## src/rtl/core/sorted_list_engine_top_assert.svh

```systemverilog
// Assertion macros shared by the sorted list engine RTL.
`ifndef SORTED_LIST_ENGINE_TOP_ASSERT_SVH
`define SORTED_LIST_ENGINE_TOP_ASSERT_SVH

`ifndef NO_ASSERTIONS

// Clocked check, held off while reset is asserted
`define SLE_ASSERT(lbl, prop, msg) \
  lbl: assert property (@(posedge clk_i) disable iff (!rst_ni) (prop)) else $error(msg);

// Clocked check that also holds during reset
`define SLE_ASSERT_ALWAYS(lbl, prop, msg) \
  lbl: assert property (@(posedge clk_i) (prop)) else $error(msg);

`else

`define SLE_ASSERT(lbl, prop, msg)

`define SLE_ASSERT_ALWAYS(lbl, prop, msg)

`endif

`endif

```

## src/rtl/core/sle_pkg.sv

```systemverilog
// Shared types and constants of the sorted list engine.
package sle_pkg;

  localparam int DEFAULT_CAPACITY = 64;
  localparam int VALUE_W          = 32;
  localparam int OP_W             = 2;
  localparam int POS_W            = 6;
  localparam int STATUS_W         = 2;
  localparam int COUNT_OUT_W      = 7;

  typedef enum logic [OP_W-1:0] {
    OP_INSERT     = 2'd0,
    OP_TAKE_FIRST = 2'd1,
    OP_TAKE_LAST  = 2'd2,
    OP_TAKE_INDEX = 2'd3
  } op_e;

  typedef enum logic [STATUS_W-1:0] {
    ST_OK    = 2'd0,
    ST_EMPTY = 2'd1,
    ST_RANGE = 2'd2,
    ST_FULL  = 2'd3
  } status_e;

  // Command broadcast to every cell of the chain
  typedef struct packed {
    logic                      ins_en;
    logic                      rem_en;
    logic signed [VALUE_W-1:0] value;
  } cmd_t;

endpackage

```

## src/rtl/core/sle_cell.sv

```systemverilog
// One slot of the sorted list: holds an entry and shifts with its neighbors.
module sle_cell import sle_pkg::*; (
  input  logic                      clk_i,
  input  cmd_t                      cmd_i,
  input  logic                      in_range_i,   // slot holds a valid entry
  input  logic                      at_count_i,   // first free slot
  input  logic                      from_pos_i,   // slot at or after removal point
  input  logic signed [VALUE_W-1:0] left_entry_i,
  input  logic                      left_lt_i,
  input  logic signed [VALUE_W-1:0] right_entry_i,
  output logic signed [VALUE_W-1:0] entry_o,
  output logic                      lt_o
);

  logic signed [VALUE_W-1:0] entry_q, entry_d;

  // new value sorts before this entry
  assign lt_o = in_range_i && (cmd_i.value < entry_q);

  // shift right on insert, shift left on removal
  always_comb begin
    entry_d = entry_q;
    if (cmd_i.ins_en) begin
      if (left_lt_i) begin
        entry_d = left_entry_i;
      end else if (lt_o || at_count_i) begin
        entry_d = cmd_i.value;
      end
    end else if (cmd_i.rem_en && from_pos_i) begin
      entry_d = right_entry_i;
    end
  end

  always_ff @(posedge clk_i) begin
    entry_q <= entry_d;
  end

  assign entry_o = entry_q;

endmodule

```

## config.mk

```make
export PLATFORM = sky130hd
export DESIGN_NAME = sle_cell
export DESIGN_NICKNAME = d
export VERILOG_FILES = /design/src/rtl/core/sorted_list_engine_top_assert.svh /design/src/rtl/core/sle_pkg.sv /design/src/rtl/core/sle_cell.sv
export SDC_FILE = /design/constraint.sdc
export NUM_CORES = 1
export LEC_CHECK = 0
export BUFFER_PORTS_ARGS = -buffer_cell sky130_fd_sc_hd__buf_2
export CORE_ASPECT_RATIO = 1.2
export CORE_MARGIN = 3
export CORE_UTILIZATION = 40
export CTS_BUF_LIST = sky130_fd_sc_hd__clkbuf_8
export CTS_CLUSTER_SIZE = 16
export DETAILED_ROUTE_END_ITERATION = 8
export PLACE_DENSITY_LB_ADDON = 0.2
export SLEW_MARGIN = 5
export SYNTH_ARGS = -nofsm -noshare
export SYNTH_HDL_FRONTEND = slang
export SYNTH_SLANG_ARGS = --single-unit
```

## constraint.sdc

```tcl
create_clock -name clk_i -period 3.6 [get_ports clk_i]
set_input_delay 0.36 -clock clk_i [delete_from_list [all_inputs] [get_ports clk_i]]
set_output_delay 0.36 -clock clk_i [all_outputs]
set_load 0.005 [all_outputs]
```

### Yosys cells after proc, flatten, opt, wreduce, memory -nomap -nowiden

Cells that the tools add are included.

* register bits: 32
* input port bits: 103
* output and inout bits: 33
* word-level logic and storage cells: 12

* $lt $le $gt $ge: 1
* equality and inequality tests: 1
* multiplexer cells: 4
* reductions and logical operators: 5

Operators with widths (count)
* $mux 32: 4
* $lt 32x32->1: 1
* $ne 3x1->1 const B: 1
* $logic_and 1x1->1: 2
* $reduce_and 2->1: 1
* $reduce_bool 2->1: 1
* $logic_or 1x1->1: 1

### Logic depth before layout (Yosys ltp)

Gate-level depths: netlist of the first run.

* depth in word-level cells: 6
* depth in mapped cells: 8
* gate-level depth less buffers: 8

### Worst setup path before layout of the first run

OpenSTA, ideal clock, no wires.

* path kind: register to register
* start: register entry_q[30], in the netlist entry_o[30]
* end: register entry_q[0], in the netlist entry_o[0], enable pin
* setup time: 389 ps
* data arrival time: 2480 ps
* required time: 3211 ps
* path slack: 730 ps
* stages on the path, launching flop included: 9
* buffers on the path: 0
* period minus slack after synthesis: 2870 ps
* path through: edfxtp_1 > inv_1 > ha_1 > a21oi_2 > nand2_1 > a221o_1 > a211o_1 > a2111o_1 > nand2_1

* word-level cells in the longest chain between the ends: 5

RTL lines
* from (decl): RTL line sle_cell.sv:15 `logic signed [VALUE_W-1:0] entry_q, entry_d;`
* from (signal assigned): RTL line sle_cell.sv:35 `entry_q <= entry_d;`
* $lt 32x32->1: RTL line sle_cell.sv:18 `assign lt_o = in_range_i && (cmd_i.value < entry_q);`
* $logic_and 1x1->1: RTL line sle_cell.sv:18
* $logic_or 1x1->1: RTL line sle_cell.sv:26 `end else if (lt_o || at_count_i) begin`
* $ne 3x1->1 (no line)
* $reduce_and 2->1 (no line)

No other way between the ends.
A chain may end at the register's enable or synchronous reset.

### Final worst setup path of the first run

* start: register entry_q[23], in the netlist entry_o[23]
* end: register entry_q[31], in the netlist entry_o[31], enable pin

Same word-level chain as after synthesis.

==> results.toml, run 1 <==
[status]
outcome = "finished, final reports clean"

[finish]
area_growth_pct = 35.7
antenna_cells = 0
largest_reg_flops = 32
nNetsFinal = 527
drive_gt1_share_pct = 37.8

[route]
route.detailed.drc = 0
route.met2.wl_um = 3100
highest_layer = "met4"
dr.pass1.iters = 4
ant_nets = 0
vias = 2339
drt_iter0_drc = 47
routed_wl_um = 6160
via_per_inst = 4.93
wl_met3_um = 497
wl_met1_um = 2480
wl_per_cell_um = 13.0

[synthesis]
yosysUniqueCellTypes = 25
syn-cell-area_um2 = 2440
yosysSeqAreaShare_pct = 39.4
ys_warn_count = 0
synth_edf_count = 32
syn_area_per_cell_um2 = 9.46
async_reset_ff_share_pct = 0
postSynthCellCount = 258
synth_seq_cells = 32
synthFlopType = "edfxtp_1"
syn-num-nets = 392

[floorplan]
ios = 136
initial_utilization_pct = 42.2
core_area_um2 = 5780
die_h_um = 91.6
die-area_um2 = 7080
die_w_um = 77.3
rows = 30

[worst_setup_path]
crit_fanout = 16
endpoint_kind = "flip-flop"
critPathArrivalTime_ps = 2790
rrSetupSlack_ps = 780
cp_data_required_time_ps = 3570
start_kind = "flip-flop"
critical_path_class = "flip-flop to flip-flop"

[clock_tree]
clkTransAtPathRegs_ps = 70
cts_sinks = 32
root_buffer = "clkbuf_8"
clk_latency_ps = 280
postCtsSetupBuffers = 0
cts_buffers = 5
cts_resized = 0
clk_path_buf_depth = 2
h-tree-depth = 2
tritoncts = "built"
hold_buffers = 0

[power]
powerDensity_nw_per_um2 = 356
ir_worst_vdd_v = 0.000237
finalPower_w = 0.00118
p_leak_nw = 1.75

[timing]
holdWs_ps = 399
max_freq_mhz = 355
maxSlewViolCount = 0
setup_viol = 0
fin_worst_skew_ps = 6.26
finalHoldViolations = 0
period_share_pct = 78.2
rsz0062_at_grt = "no"
tns_ps = 0
worst_pin_slew_ps = 590
setup_slack_ps = 783
period_minus_slack_ps = 2820
maxSlewHeadroom_pct = 60.7

[global_routing]
grt_usage_pct = 17.1
grt_max_degree = 66
grt_pass1_vias = 2178
antenna_found_initial = 0
overflow = 0
grt_pass1_wl_um = 9770

[min_path]
min_path_type = "input pin to flip-flop"

[flow_run]
maxCapViolations = 0

[placed_design]
dp_slack_ps = 674
io_buffer_count = 135
gp_congestion = 0.802
place_hpwl_um = 5140
## final timing paths
| path | depth (start not counted) | start | end |
|---|---|---|---|
| max | 9 | entry_o[23] | entry_o[31] |
| min | 3 | right_entry_i[23] | entry_o[23] |
| max reg2reg | 9 | entry_o[23] | entry_o[31] |
| min reg2reg | 5 | entry_o[31] | entry_o[16] |
## per-stage QoR
step	area, um^2	instances	utilization (%)
2_1_floorplan	2440	258	-
3_3_place_gp	3200	466	55.4
3_5_place_dp	3200	466	55.4
4_1_cts	3310	474	57.3
5_1_grt	3310	474	57.3
6_report	3310	474	57.3
## cell usage in the layout (no fill, tap or decap), types with 2 or more instances in the layout
master	count
buf_2	135
a21oi_1	48
nor2_1	37
mux2i_1	33
edfxtp_1	32
inv_1	31
ha_1	31
nand2_1	8
nand4_1	6
clkbuf_8	5
buf_4	4
nand3_1	3
o21ai_0	3
nand2b_1	2
a211o_1	2
a21o_1	2
## kinds of logic (layout without fill, tap and decap cells)
group / after synthesis / in the layout / synth area share [%]
compound gates: 62 / 62 / 14.6
fa+ha+maj: 31 / 31 / 15.9
buf+inv: 42 / 178 / 6.61
flops: 32 / 32 / 39.4
mux: 33 / 33 / 13.5
simple gates: 58 / 58 / 10.0
## power breakdown
part / internal (W) / switching (W)
Combinational: 0.000166 / 0.000180
Sequential: 0.000469 / 0.0000220
Clock: 0.000205 / 0.000137
## metal layers
layer | vias up | global-route usage, %
li1 | 1206 | -
met1 | 1025 | 20.4
met2 | 99 | 29.6
met3 | 9 | 4.56
met4 | 0 | 5.34
met5 | - | 0
## cells in the mapped netlist, types with 3 or more instances
cell type,number,area (um^2)
buf_2,3,15.0
clkbuf_1,7,26.3
o21ai_0,3,15.0
mux2i_1,33,330
a21oi_1,48,240
edfxtp_1,32,961
inv_1,31,116
nand4_1,6,37.5
nor2_1,37,139
nand2_1,8,30.0
nand3_1,3,15.0
ha_1,31,388
## final cells by class
cell class | count | area [um^2]
clock buffers | 5 | 68.8
clock inverters | 3 | 42.5
fillers | 576 | 2470
inverters | 31 | 116
multi-input cells | 184 | 1320
flip-flops and latches | 32 | 961
well taps | 80 | 100
repair buffers | 139 | 706
## worst max-delay path, stage by stage, from the launching register on
cell and delay, ps:
edfxtp_1 400, inv_1 70, ha_1 240, a21oi_1 150
o21ai_1 80, a221o_1 310, a211o_1 310, a2111o_1 300
nand2_1 310, buf_4 330
(Power assumes the default switching activity.)
==> run 2: changes to the inputs <==
==> constraint.sdc (replaced) <==
create_clock -name clk_i -period 2.8 [get_ports clk_i]
set_input_delay 0.28 -clock clk_i [delete_from_list [all_inputs] [get_ports clk_i]]
set_output_delay 0.28 -clock clk_i [all_outputs]
set_load 0.005 [all_outputs]
==> run 2 against run 1 <==
  * Combinational power rose by 29%
  * Register-to-register slack got worse by 530 ps
  * Die area did not move
  * Clock power fell by 3%
  * Via count fell by 1.4%
  * Utilization fell by 0.50 points
  * Cell count did not move
  * First-iteration DRC count rose by 17%
  * Highest routed layer is now met5
==> results.toml, run 2 (synthesis gave the netlist of run 1 again) <==
[clock_tree]
cts_resized = 0
h-tree-depth = 2
root_buffer = "clkbuf_8"
clk_path_buf_depth = 2
clkTransAtPathRegs_ps = 60
postCtsSetupBuffers = 0
clk_latency_ps = 280
cts_buffers = 5
cts_sinks = 32
tritoncts = "built"
hold_buffers = 0

[global_routing]
grt_max_degree = 38
overflow = 0
grt_pass1_vias = 2219
antenna_found_initial = 1
grt_usage_pct = 17.1
grt_pass1_wl_um = 9670

[finish]
area_growth_pct = 34.5
multi_input_area_um2 = 1320
final_common_cell = "buf_2"
seq_area_um2 = 961
final_cell_mix = "135 x buf_2, 48 x a21oi_1, 37 x nor2_1, 33 x inv_1, 33 x mux2i_1"
fill_cells = 553
final_cells = 474
largest_reg_flops = 32
nNetsFinal = 527
drive_gt1_share_pct = 37.3
antenna_cells = 0

[route]
vias = 2306
via_per_inst = 4.86
drt_iter0_drc = 55
dr.pass1.iters = 4
ant_nets = 0
wl_per_cell_um = 12.6
routed_wl_um = 5960
route.detailed.drc = 0

[placed_design]
place_hpwl_um = 5030
placed_cells = 466
gp_congestion = 0.751
io_buffer_count = 135

[worst_setup_path]
endpoint_kind = "output pin"
cpPeakStageDelay_ps = 390
cp_data_required_time_ps = 2520
reg2reg_depth = 9
crit_chain = "inv_1 > ha_1 > a21oi_1 > o21ai_1 > a221o_1 > a211o_1 > a21oi_1 > mux2i_1 > buf_2"
crit_path_top_delay_cell = "edfxtp_1"
critical_path_class = "flip-flop to output pin"
crit_fanout = 3
start_kind = "flip-flop"
critPathArrivalTime_ps = 2340
path_common_cell = "a21oi_1"

[power]
p_leak_nw = 1.75
powerDensity_nw_per_um2 = 427
ir_worst_vdd_v = 0.000288

[timing]
period_minus_slack_ps = 2620
period_share_pct = 93.6
fin_worst_skew_ps = 3.89
finalHoldViolations = 0
maxSlewHeadroom_pct = 67.2
maxSlewViolCount = 0
max_freq_mhz = 382
tns_ps = 0
setup_viol = 0
rsz0062_at_grt = "no"
worst_pin_slew_ps = 492

[flow_run]
maxCapViolations = 0

[floorplan]
die-area_um2 = 7080
die_w_um = 77.3
die_h_um = 91.6
rows = 30
initial_utilization_pct = 42.2
ios = 136
core_area_um2 = 5780

[min_path]
min_path_type = "input pin to flip-flop"
hold_depth = 3

[status]
outcome = "finished, final reports clean"
-- run 2: report_power, final --
group	total, W	internal (W)	switching (W)	leakage (nW)
combinational	0.000445	0.000214	0.000230	1.39
sequential	0.000628	0.000603	0.0000251	0.313
clock	0.000331	0.000165	0.000165	0.0482
total	0.00140	0.000983	0.000421	1.75
-- run 2: stage by stage --
step	power [W]	utilization, %	cell area (um^2)	hold slack (ps)	worst slack [ps]
final	0.00140	56.8	3280	307	179
after global routing	0.00151	56.8	3280	311	44.2
after CTS	0.00143	56.8	3280	298	154
after detailed placement	0.00109	55.4	3200	602	221
after global placement	0.00108	55.4	3200	597	269
after floorplan	0.000890	-	2440	506	216
-- run 2: critical path, delay by kind of cell, from the launching register on --
kind            cells  cell delay (ps)
mux                 1              190
compound gates      5             1030
flops               1              390
fa+ha+maj           1              240
buf+inv             2              210
-- run 2: path summary, 6_finish.rpt --
path | startpoint | slack (ps) | end
setup reg to reg | entry_o[21] | 250 | entry_o[20]
hold / removal | right_entry_i[27] | 310 | entry_o[27]
setup / recovery | entry_o[21] | 180 | lt_o
hold reg to reg | entry_o[31] | 1350 | entry_o[28]
-- run 2: area by class of cell --
cell class              instances  area share, %
well taps                      80           3.05
multi-input cells             184           40.2
clock buffers                   5           2.10
flip-flops and latches         32           29.3
repair buffers                139           21.5
inverters                      31           3.54
clock inverters                 3          0.343
-- run 2: routing by layer --
layer | global-route usage [%] | wire length, um | part of all wire, % | vias up
met5 | 0 | 12 | 0.20 | -
met4 | 5.34 | 63 | 1.1 | 2
met3 | 6.25 | 531 | 8.9 | 8
met2 | 30.5 | 3010 | 50 | 81
met1 | 18.5 | 2350 | 39 | 1016
li1 | - | - | - | 1199
